`src/rtl/cgns_pkg.sv`:
```
// ----------------------------------------------------------------------------
// cgns_pkg
// Shared constants, types and controller/datapath interface for the
// cell-list neighbor search block.
// ----------------------------------------------------------------------------
package cgns_pkg;

  localparam int GridDim      = 16;
  localparam int CellBits     = $clog2(GridDim);
  localparam int CellAddrW    = 3 * CellBits;
  localparam int MaxEntries   = 4096;
  localparam int EntAddrW     = $clog2(MaxEntries);
  localparam int LinkW        = EntAddrW + 1;
  localparam int MaxNeighbors = 63;
  localparam int NbrCntW      = $clog2(MaxNeighbors + 1);

  localparam int CoordW   = 24;
  localparam int RadW     = 16;
  localparam int IdW      = 16;
  localparam int KindW    = 8;
  localparam int ReachW   = 20;
  localparam int SqW      = 50;
  localparam int CellCntW = 5;
  localparam int ShiftW   = 4;
  localparam int OpW      = 2;
  localparam int BoundW   = ReachW + 1;
  localparam int CfgIdxW  = 3;
  localparam int CfgDataW = 24;

  localparam logic [CfgIdxW-1:0] RegOriginX  = 3'd0;
  localparam logic [CfgIdxW-1:0] RegOriginY  = 3'd1;
  localparam logic [CfgIdxW-1:0] RegOriginZ  = 3'd2;
  localparam logic [CfgIdxW-1:0] RegCellsX   = 3'd3;
  localparam logic [CfgIdxW-1:0] RegCellsY   = 3'd4;
  localparam logic [CfgIdxW-1:0] RegCellsZ   = 3'd5;
  localparam logic [CfgIdxW-1:0] RegCellShft = 3'd6;

  localparam logic [OpW-1:0] OpClear  = 2'd0;
  localparam logic [OpW-1:0] OpInsert = 2'd1;
  localparam logic [OpW-1:0] OpQuery  = 2'd2;

  typedef struct packed {
    logic [CoordW-1:0] pos_x;
    logic [CoordW-1:0] pos_y;
    logic [CoordW-1:0] pos_z;
    logic [RadW-1:0]   radius;
    logic [IdW-1:0]    ident;
    logic [KindW-1:0]  kind;
    logic [ReachW-1:0] box_reach;
    logic [ReachW-1:0] cutoff;
    logic              mode;
  } item_t;

  typedef struct packed {
    logic [LinkW-1:0]  next;
    logic [CoordW-1:0] pos_x;
    logic [CoordW-1:0] pos_y;
    logic [CoordW-1:0] pos_z;
    logic [RadW-1:0]   radius;
    logic [IdW-1:0]    ident;
    logic [KindW-1:0]  kind;
  } entry_t;

  typedef enum logic [2:0] {
    ResDone,
    ResOutside,
    ResFull,
    ResOvf,
    ResPendMore,
    ResPendLast
  } res_e;

  typedef enum logic [1:0] {
    MulDx,
    MulDy,
    MulDz,
    MulBound
  } mul_e;

  typedef struct packed {
    logic accept;
    logic clr_start;
    logic clr_step;
    logic ins_idx;
    logic head_rd;
    logic head_sel_cur;
    logic ins_commit;
    logic box_load;
    logic link_from_head;
    logic link_from_next;
    logic ent_rd;
    logic diff_load;
    logic mul_en;
    mul_e mul_sel;
    logic acc_load;
    logic acc_add;
    logic pend_load;
    logic cur_adv;
    logic push;
    res_e res;
  } cmd_t;

  typedef struct packed {
    logic clr_last;
    logic ins_outside;
    logic ins_full;
    logic box_empty;
    logic link_ok;
    logic cur_last;
    logic hit_ok;
    logic n_full;
    logic pend_valid;
    logic out_free;
  } status_t;

endpackage

```
`src/rtl/cgns_ctrl.sv`:
```
// ----------------------------------------------------------------------------
// cgns_ctrl
// Sequencer for clear sweeps, inserts and the cell box / chain walk of a query.
// ----------------------------------------------------------------------------
module cgns_ctrl (
  input  logic                     clk_i,
  input  logic                     rst_ni,
  input  logic                     s_valid_i,
  input  logic [cgns_pkg::OpW-1:0] op_i,
  output logic                     s_ready_o,
  input  cgns_pkg::status_t        st_i,
  output cgns_pkg::cmd_t           cmd_o
);

  localparam logic [4:0] S_RCLR     = 5'd0;
  localparam logic [4:0] S_IDLE     = 5'd1;
  localparam logic [4:0] S_CLR      = 5'd2;
  localparam logic [4:0] S_CLR_RSP  = 5'd3;
  localparam logic [4:0] S_INS_IDX  = 5'd4;
  localparam logic [4:0] S_INS_HEAD = 5'd5;
  localparam logic [4:0] S_INS_WR   = 5'd6;
  localparam logic [4:0] S_Q_BOX    = 5'd7;
  localparam logic [4:0] S_Q_CELL   = 5'd8;
  localparam logic [4:0] S_Q_HEAD   = 5'd9;
  localparam logic [4:0] S_Q_LINK   = 5'd10;
  localparam logic [4:0] S_Q_EDATA  = 5'd11;
  localparam logic [4:0] S_Q_M0     = 5'd12;
  localparam logic [4:0] S_Q_M1     = 5'd13;
  localparam logic [4:0] S_Q_M2     = 5'd14;
  localparam logic [4:0] S_Q_M3     = 5'd15;
  localparam logic [4:0] S_Q_CMP    = 5'd16;
  localparam logic [4:0] S_Q_NEXT   = 5'd17;
  localparam logic [4:0] S_Q_END    = 5'd18;
  localparam logic [4:0] S_Q_OVF    = 5'd19;
  localparam logic [4:0] S_Q_OVF2   = 5'd20;

  logic [4:0] state_q, state_d;

  always_ff @(posedge clk_i or negedge rst_ni) begin
    if (!rst_ni) begin
      state_q <= S_RCLR;
    end else begin
      state_q <= state_d;
    end
  end

  assign s_ready_o = (state_q == S_IDLE);

  always_comb begin
    state_d = state_q;
    cmd_o   = '0;
    unique case (state_q)
      S_RCLR: begin
        cmd_o.clr_step = 1'b1;
        if (st_i.clr_last) state_d = S_IDLE;
      end
      S_IDLE: begin
        if (s_valid_i) begin
          cmd_o.accept = 1'b1;
          if (op_i == cgns_pkg::OpInsert) begin
            state_d = S_INS_IDX;
          end else if (op_i == cgns_pkg::OpQuery) begin
            state_d = S_Q_BOX;
          end else begin
            cmd_o.clr_start = 1'b1;
            state_d = S_CLR;
          end
        end
      end
      S_CLR: begin
        cmd_o.clr_step = 1'b1;
        if (st_i.clr_last) state_d = S_CLR_RSP;
      end
      S_CLR_RSP: begin
        if (st_i.out_free) begin
          cmd_o.push = 1'b1;
          cmd_o.res  = cgns_pkg::ResDone;
          state_d    = S_IDLE;
        end
      end
      S_INS_IDX: begin
        cmd_o.ins_idx = 1'b1;
        state_d = S_INS_HEAD;
      end
      S_INS_HEAD: begin
        cmd_o.head_rd = 1'b1;
        state_d = S_INS_WR;
      end
      S_INS_WR: begin
        if (st_i.out_free) begin
          cmd_o.push = 1'b1;
          if (st_i.ins_outside) begin
            cmd_o.res = cgns_pkg::ResOutside;
          end else if (st_i.ins_full) begin
            cmd_o.res = cgns_pkg::ResFull;
          end else begin
            cmd_o.res        = cgns_pkg::ResDone;
            cmd_o.ins_commit = 1'b1;
          end
          state_d = S_IDLE;
        end
      end
      S_Q_BOX: begin
        cmd_o.box_load = 1'b1;
        state_d = S_Q_CELL;
      end
      S_Q_CELL: begin
        if (st_i.box_empty) begin
          state_d = S_Q_END;
        end else begin
          cmd_o.head_rd      = 1'b1;
          cmd_o.head_sel_cur = 1'b1;
          state_d = S_Q_HEAD;
        end
      end
      S_Q_HEAD: begin
        cmd_o.link_from_head = 1'b1;
        state_d = S_Q_LINK;
      end
      S_Q_LINK: begin
        if (st_i.link_ok) begin
          cmd_o.ent_rd = 1'b1;
          state_d = S_Q_EDATA;
        end else if (st_i.cur_last) begin
          state_d = S_Q_END;
        end else begin
          cmd_o.cur_adv = 1'b1;
          state_d = S_Q_CELL;
        end
      end
      S_Q_EDATA: begin
        cmd_o.diff_load = 1'b1;
        state_d = S_Q_M0;
      end
      S_Q_M0: begin
        cmd_o.mul_en  = 1'b1;
        cmd_o.mul_sel = cgns_pkg::MulDx;
        state_d = S_Q_M1;
      end
      S_Q_M1: begin
        cmd_o.mul_en   = 1'b1;
        cmd_o.mul_sel  = cgns_pkg::MulDy;
        cmd_o.acc_load = 1'b1;
        state_d = S_Q_M2;
      end
      S_Q_M2: begin
        cmd_o.mul_en  = 1'b1;
        cmd_o.mul_sel = cgns_pkg::MulDz;
        cmd_o.acc_add = 1'b1;
        state_d = S_Q_M3;
      end
      S_Q_M3: begin
        cmd_o.mul_en  = 1'b1;
        cmd_o.mul_sel = cgns_pkg::MulBound;
        cmd_o.acc_add = 1'b1;
        state_d = S_Q_CMP;
      end
      S_Q_CMP: begin
        if (!st_i.hit_ok) begin
          state_d = S_Q_NEXT;
        end else if (st_i.n_full) begin
          state_d = S_Q_OVF;
        end else if (!st_i.pend_valid) begin
          cmd_o.pend_load = 1'b1;
          state_d = S_Q_NEXT;
        end else if (st_i.out_free) begin
          // older hit goes out, this one becomes the pending one
          cmd_o.push      = 1'b1;
          cmd_o.res       = cgns_pkg::ResPendMore;
          cmd_o.pend_load = 1'b1;
          state_d = S_Q_NEXT;
        end
      end
      S_Q_NEXT: begin
        cmd_o.link_from_next = 1'b1;
        state_d = S_Q_LINK;
      end
      S_Q_END: begin
        if (st_i.out_free) begin
          cmd_o.push = 1'b1;
          cmd_o.res  = st_i.pend_valid ? cgns_pkg::ResPendLast : cgns_pkg::ResDone;
          state_d = S_IDLE;
        end
      end
      S_Q_OVF: begin
        if (st_i.out_free) begin
          cmd_o.push = 1'b1;
          cmd_o.res  = cgns_pkg::ResPendMore;
          state_d = S_Q_OVF2;
        end
      end
      S_Q_OVF2: begin
        if (st_i.out_free) begin
          cmd_o.push = 1'b1;
          cmd_o.res  = cgns_pkg::ResOvf;
          state_d = S_IDLE;
        end
      end
      default: state_d = S_IDLE;
    endcase
  end

endmodule

```
`config.mk`:
```
export PLATFORM = sky130hd
export DESIGN_NAME = cgns_ctrl
export DESIGN_NICKNAME = d
export VERILOG_FILES = /design/src/rtl/cgns_pkg.sv /design/src/rtl/cgns_ctrl.sv
export SDC_FILE = /design/constraint.sdc
export NUM_CORES = 1
export LEC_CHECK = 0
export ABC_AREA = 1
export BUFFER_PORTS_ARGS = -buffer_cell sky130_fd_sc_hd__buf_2
export CAP_MARGIN = 0
export CORE_UTILIZATION = 45
export CTS_BUF_LIST = sky130_fd_sc_hd__clkbuf_8
export DETAILED_ROUTE_END_ITERATION = 10
export PLACE_DENSITY = 0.76
export RECOVER_POWER = 50
export SYNTH_ARGS = -nofsm -noshare
export SYNTH_HDL_FRONTEND = slang
export SYNTH_SLANG_ARGS = --single-unit
```
`constraint.sdc`:
```
create_clock -name clk_i -period 4.3 [get_ports clk_i]
set_clock_uncertainty 0.2 [all_clocks]
set_input_delay 1.29 -clock clk_i [delete_from_list [all_inputs] [get_ports clk_i]]
set_output_delay 1.29 -clock clk_i [all_outputs]
set_load 0.01 [all_outputs]
```
; Word level (Yosys, flattened, before mapping)
; Index checks and enable logic that the tools add are counted.
; Widths: inputs -> output; s select.
[classes]
n_mul = 0
n_reduce_logical = 6
n_eq_ne = 28
muxes = 57
bitwise = 0
div_mod_pow = 0
add_sub_neg = 0
order_cmp = 0
n_shift = 0
[ops]
columns = operator, count
row1 = $pmux 5 s17, 1
row2 = $mux 5, 12
row3 = $eq 5x4->1 const B, 8
row4 = $mux 4, 8
row5 = $eq 5x5->1 const B, 5
row6 = $mux 1, 25
row7 = $pmux 4 s6, 1
row8 = $eq 5x3->1 const B, 4
row9 = $mux 3, 4
row10 = $pmux 3 s4, 1
row11 = $eq 5x2->1 const B, 2
row12 = $mux 2, 4
row13 = $ne 2x2->1 const B, 4
row14 = $reduce_and 6->1, 1
row15 = $reduce_or 2->1, 3
row16 = $eq 5x1->1 const B, 1
row17 = $logic_not 5->1, 1
row18 = $ne 5x5->1 const B, 1
row19 = $reduce_or 4->1, 1
row20 = $eq 2x1->1 const B, 1
row21 = $eq 2x2->1 const B, 1
row22 = $ne 2x1->1 const B, 1
row23 = $pmux 1 s2, 1
[totals]
in_bits = 15
output_inout_bits = 24
ff_bits = 5
mem_bits_ro = 0
latchBits = 0
mem_count = 0
ram_bits = 0

; Depth between registers and ports, before layout
; Gate-level depths: netlist (run 1).
[logic_depth]
ltp_word = 5
depth_mapped = 11
mapped_depth_nobuf = 11

; Worst setup path after synthesis (run 1)
; Ideal clock, no wire load.
[synth_path]
kind = input port to output port
startpoint = input st_i[0] in the netlist's numbering
endpoint = output cmd_o[16] in the netlist's numbering
path_stages = 4
slack_ns = 0.997
t_arrival_ns = 1.813
cell_sequence = inv_1 > nor2_1 > inv_2 > nor3_1
[synth_lines]
columns = element, line
row1 = start: declaration, cgns_ctrl.sv:11  ; input cgns_pkg::status_t st_i,
row2 = end: declaration, cgns_ctrl.sv:12  ; output cgns_pkg::cmd_t cmd_o

==> flow_metrics.py, run 1 <==
metrics = {
    "status": {
        "status": "finished, final reports clean",
    },
    "sta": {
        "fin_ws_ns": 0.654,
        "rsz0062_at_grt": "false",
        "max_slew_margin": 0.761,
        "worst_pin_slew_ns": 0.359,
        "setup_viol": 0,
        "tns_ns": 0,
        "timing.final.hold_violations": 0,
        "finalMaxSlewViolations": 0,
        "fmax_mhz": 274,
        "min_period_ns": 3.65,
        "fin_crit_sh": 0.848,
    },
    "clocking": {
        "clockBufferDepth": 2,
        "holdBufCountCts": 0,
        "cts_setup_buffers": 0,
        "clk_pin_slew_ns": 0.03,
        "clk_latency_ns": 0.22,
        "cts_buffers": 3,
        "cts_tree": "done",
        "htreeDepth": 1,
        "root_buffer": "clkbuf_8",
        "ctsResizeCount": 0,
        "cts_sinks": 5,
    },
    "pwr": {
        "p_sw_frac": 0.558,
        "seqPwrFrac": 0.172,
        "p_sw_uw": 358,
        "combPwrFrac": 0.695,
        "ir_drop_uv": 488,
        "power_leakage_nw": 0.719,
        "cell_internal_pwr_uw": 284,
        "power.density_nw_per_um2": 566,
        "clockPowerShare": 0.133,
    },
    "floorplan": {
        "core_um2": 1940,
        "die_w_um": 47.3,
        "pin_count": 39,
        "floorplan.die.height_um": 47.3,
        "die_area_um2": 2230,
        "start_util": 0.475,
        "num_rows": 16,
    },
    "finish": {
        "diodes": 0,
        "area_growth_syn_to_layout_pct": 23.1,
        "nets": 213,
        "final_layout_size_suffix_gt1_frac": 0.338,
        "reg.largest.list": "state_q: 5 flops",
        "multi_input_area_um2": 628,
        "top_register": "state_q",
        "final_cell_area_um2": 1130,
        "regArea_um2": 125,
        "largest_register_ff_count": 5,
        "num-fill-cells": 220,
    },
    "setup_path": {
        "r2r-end": "state_q[2]",
        "crit_type": "input pin to primary output",
        "endpoint_kind": "primary output",
        "crit_path_max_fanout": 5,
        "cp.arrival_ns": 2.16,
        "reg2regPathDepth": 7,
        "critPathRequiredTime_ns": 2.81,
        "cp-start-kind": "input pin",
        "r2r_start": "state_q[4]",
        "rrSetupSlack_ns": 2.04,
    },
    "drt": {
        "wl_um": 2380,
        "wl_met2_um": 1290,
        "wl_per_cell_um": 10.7,
        "drtPass1Iterations": 4,
        "vias": 1078,
        "first_iter_violations": 19,
        "ant_nets": 0,
        "viasPerCell": 4.86,
        "met3_length_um": 71,
        "wirelength_met1_um": 1020,
        "top_layer_used": "met3",
        "route.detailed.drc": 0,
    },
    "global_route": {
        "grt_pass1_wl_um": 3760,
        "antenna_found_initial": 0,
        "grt_max_degree": 10,
        "grt_pass1_vias": 931,
        "grtUsageTotal": 0.235,
        "overflow": 0,
    },
    "logic_synthesis": {
        "syn-cell-area_um2": 922,
        "synth_edf_count": 0,
        "netlist_top_cells_count": "39 x nand2_1, 24 x nor2_1, 20 x inv_1",
        "synth.most_common_cell": "nand2_1",
        "yosys_warnings": 0,
        "yosysSeqAreaShare": 0.136,
        "synth_fp_nets": 171,
        "synth-async-reset-ratio": 1.00,
        "ys_types": 26,
        "ys_top_cells_by_area": "nand2_1 16%, dfrtp_1 14%, nor2_1 9.8%, inv_1 8.1%, nand3_1 6.0%",
        "synth_top_area_share": 0.159,
        "synth_cells": 154,
        "synth_top_cell_by_area": "nand2_1",
        "ys.flop_type": "dfrtp_1",
        "ys_ff_latch": 5,
        "synth.avg_cell_area_um2": 5.99,
    },
    "run": {
        "drv_cap": 0,
    },
    "placement": {
        "pre_cts_slack_ns": 0.754,
        "port_buffers": 38,
        "dp_hpwl_um": 2050,
        "place.gp.congestion": 0.903,
        "place_area_um2": 1130,
    },
    "hold_path": {
        "holdPathEnd": "state_q[1]",
        "holdCritStartpoint": "state_q[1]",
        "worst_hold_path.num_cells": 2,
        "hold_class": "register to register",
    },
}
==> power by group through the flow <==
stage               clock [mW]  sequential, mW  combinational (mW)
CTS                     0.0890           0.114               0.478
finish                  0.0856           0.110               0.446
floorplan                    0          0.0972               0.379
global route            0.0930           0.114               0.505
global placement             0           0.114               0.472
detailed placement           0           0.114               0.476
==> through the flow <==
step / hold slack (ns) / power (mW) / util / std cells
after detailed placement: 0.412 / 0.590 / 0.584 / 218
after global placement: 0.411 / 0.585 / 0.584 / 218
final: 0.427 / 0.642 / 0.584 / 222
after CTS: 0.424 / 0.681 / 0.608 / 222
after floorplan: 0.373 / 0.476 / - / 154
after global routing: 0.458 / 0.712 / 0.584 / 222
==> worst max-delay path by stage <==
stage	startpoint	to	slack [ns]	cells past startpoint
detailed placement	st_i[0]	cmd_o[0]	0.75	6
floorplan	st_i[0]	cmd_o[16]	1.0	4
finish	st_i[0]	cmd_o[0]	0.65	6
CTS	st_i[0]	cmd_o[0]	0.76	6
global placement	st_i[0]	cmd_o[0]	0.81	6
global route	st_i[0]	cmd_o[16]	0.52	6
==> routing by layer <==
layer | vias up | global-route usage
met5 | - | 0
met4 | 0 | 0.0400
met3 | 0 | 0.0462
met2 | 24 | 0.452
met1 | 481 | 0.267
li1 | 573 | -
==> final cells by class <==
class / count / area share
Multi-Input combinational cell: 118 / 0.553
Timing Repair Buffer: 38 / 0.162
Sequential cell: 5 / 0.110
Inverter: 30 / 0.105
Clock buffer: 3 / 0.0364
Tap cell: 27 / 0.0298
Clock inverter: 1 / 0.00331
==> cell families after synthesis <==
group                      share of synthesized area
and+or+nand+nor                                0.638
buffers and inverters                          0.145
AOI/OAI and AO/OA                             0.0543
DFF                                            0.136
adders and majority gates                     0.0271
==> worst max-delay path, cell delays in order <==
cell and delay (ns):
clkbuf_1 0.19, inv_1 0.14, nor2_1 0.19, inv_2 0.06
o211ai_1 0.14, buf_2 0.15
==> cell usage in the layout (no fill, tap or decap), types with 2 or more instances in the layout <==
master    instances
buf_2            33
clkbuf_1          5
clkbuf_8          3
dfrtp_1           5
ha_1              2
inv_1            21
inv_2             7
inv_4             2
nand2_1          39
nand2_2           2
nand2_4           3
nand3_1          13
nand3_2           4
nand3b_1          3
nand4_1           5
nor2_1           26
nor2_2            6
nor2_4            2
nor3_1            3
o21ai_0           3
o21ai_1           2
Note: power is estimated with default switching activity, not from simulation.
==> inputs of run 2 (changes only) <==
==> constraint.sdc (replaced) <==
create_clock -name clk_i -period 3.6 [get_ports clk_i]
set_clock_uncertainty 0.2 [all_clocks]
set_input_delay 1.08 -clock clk_i [delete_from_list [all_inputs] [get_ports clk_i]]
set_output_delay 1.08 -clock clk_i [all_outputs]
set_load 0.01 [all_outputs]
==> run 2 against run 1 <==
- wire length up 2.3%
- total power rose by 22%
- cell area is 0.99% higher
- combinational power grew 23%
- register-to-register slack got worse by 0.35 ns
- setup slack got worse by 0.30 ns
- worst hold slack improved by 0.00058 ns
==> flow_metrics.py, run 2 (synthesis results as in run 1) <==
metrics = {
    "status": {
        "status": "finished, final reports clean",
    },
    "pwr": {
        "ir_drop_uv": 615,
        "power.density_nw_per_um2": 685,
        "seqPwrFrac": 0.170,
        "cell_internal_pwr_uw": 345,
        "clockPowerShare": 0.130,
        "p_sw_uw": 440,
        "power.total_uw": 785,
        "combPwrFrac": 0.700,
        "p_sw_frac": 0.561,
        "power_leakage_nw": 0.723,
    },
    "floorplan": {
        "floorplan.die.height_um": 47.3,
        "core_um2": 1940,
        "die_area_um2": 2230,
        "pin_count": 39,
        "die_w_um": 47.3,
        "start_util": 0.475,
        "num_rows": 16,
    },
    "finish": {
        "diodes": 0,
        "area_growth_syn_to_layout_pct": 24.3,
        "top_register": "state_q",
        "final_layout_size_suffix_gt1_frac": 0.338,
        "final_common_cell": "nand2_1",
        "num-fill-cells": 214,
        "nets": 213,
        "multi_input_area_um2": 636,
        "fin_cells": 222,
        "final_cell_mix": "39 x nand2_1, 33 x buf_2, 26 x nor2_1",
        "reg.largest.list": "state_q: 5 flops",
        "largest_register_ff_count": 5,
        "regArea_um2": 125,
    },
    "setup_path": {
        "cp-start-kind": "input pin",
        "endpoint_kind": "primary output",
        "crit_family": "buffers and inverters",
        "path_buf_inv": 4,
        "cp_slowest_cell": "clkbuf_1",
        "cp.arrival_ns": 1.96,
        "crit_type": "input pin to primary output",
        "crit_path_max_fanout": 5,
        "rrSetupSlack_ns": 1.69,
        "critPathRequiredTime_ns": 2.32,
        "crit_chain": "clkbuf_1, inv_1, nor2_1, inv_2, o211ai_1, buf_2",
        "crit_path_max_incr_delay_ns": 0.20,
    },
    "sta": {
        "fin_crit_sh": 0.901,
        "tns_ns": 0,
        "fmax_mhz": 308,
        "max_slew_margin": 0.701,
        "finalMaxSlewViolations": 0,
        "setup_viol": 0,
        "worst_pin_slew_ns": 0.448,
        "rsz0062_at_grt": "false",
        "hold_ws_ns": 0.428,
        "min_period_ns": 3.24,
        "timing.final.hold_violations": 0,
    },
    "drt": {
        "wl_um": 2440,
        "ant_nets": 0,
        "wl_per_cell_um": 11.0,
        "drtPass1Iterations": 5,
        "route.detailed.drc": 0,
        "vias": 1089,
        "first_iter_violations": 23,
        "viasPerCell": 4.91,
    },
    "placement": {
        "dp_hpwl_um": 2040,
        "port_buffers": 38,
        "place_inst": 218,
        "place.gp.congestion": 0.903,
    },
    "global_route": {
        "grt_max_degree": 10,
        "grt_pass1_vias": 888,
        "antenna_found_initial": 0,
        "grtUsageTotal": 0.228,
        "overflow": 0,
        "grt_pass1_wl_um": 3620,
    },
    "hold_path": {
        "hold_class": "register to register",
    },
    "clocking": {
        "cts_buffers": 3,
        "clk_latency_ns": 0.22,
        "cts_setup_buffers": 0,
        "clockBufferDepth": 2,
        "ctsResizeCount": 0,
        "root_buffer": "clkbuf_8",
        "htreeDepth": 1,
        "clk_pin_slew_ns": 0.03,
        "holdBufCountCts": 0,
        "cts_tree": "done",
        "cts_sinks": 5,
    },
    "run": {
        "drv_cap": 0,
    },
}
-- run 2: changes by cell type in the layout (fill, tap and decap cells not counted) --
cell	delta
nand3_2	-1
inv_6	+1
clkinvlp_2	-1
nand3_4	+1
-- run 2: final cells by class --
class | instances | area share
multi-input cells | 118 | 0.555
repair buffers | 38 | 0.160
flip-flops and latches | 5 | 0.109
inverters | 30 | 0.107
clock buffers | 3 | 0.0360
well taps | 27 | 0.0295
clock inverters | 1 | 0.00328
-- run 2: power groups by stage --
stage | sequential, mW | combinational (mW) | clock [mW]
floorplan | 0.116 | 0.453 | 0
global placement | 0.136 | 0.563 | 0
detailed placement | 0.135 | 0.569 | 0
CTS | 0.135 | 0.572 | 0.106
global route | 0.138 | 0.615 | 0.111
finish | 0.134 | 0.549 | 0.102
-- run 2: worst reg2reg max path, cell delays in order, from the launching register on --
cell and delay [ns]:
dfrtp_1 0.61, inv_6 0.09, nand3_1 0.25, nor2_1 0.09
nor2_1 0.18, nand2_1 0.10, nor2_1 0.11, nand2_1 0.05
nand2_1 0.06, nand2_1 0.05, nand2_1 0.06
-- run 2: stage by stage --
step            util  setup slack (ns)  area, um^2
2_1_floorplan      -             0.717         922
3_3_place_gp   0.584             0.527        1130
3_5_place_dp   0.584             0.469        1130
4_1_cts        0.608             0.471        1180
5_1_grt        0.590             0.267        1150
6_report       0.590             0.357        1150
-- run 2: per-layer routing --
metal,up-vias,global-route usage,share of wire
met5,-,0,0
met2,32,0.438,0.54
met3,0,0.0538,0.045
met1,491,0.251,0.41
li1,566,-,-
met4,0,0.0400,0
-- run 2: worst paths after layout --
check                           start          to  cells past startpoint
min reg2reg                state_q[1]  state_q[1]                      2
max in group asynchronous      rst_ni  state_q[1]                      1
max                           st_i[0]    cmd_o[0]                      6
min in group asynchronous      rst_ni  state_q[3]                      1
max reg2reg                state_q[4]  state_q[0]                     10
min                        state_q[1]  state_q[1]                      2
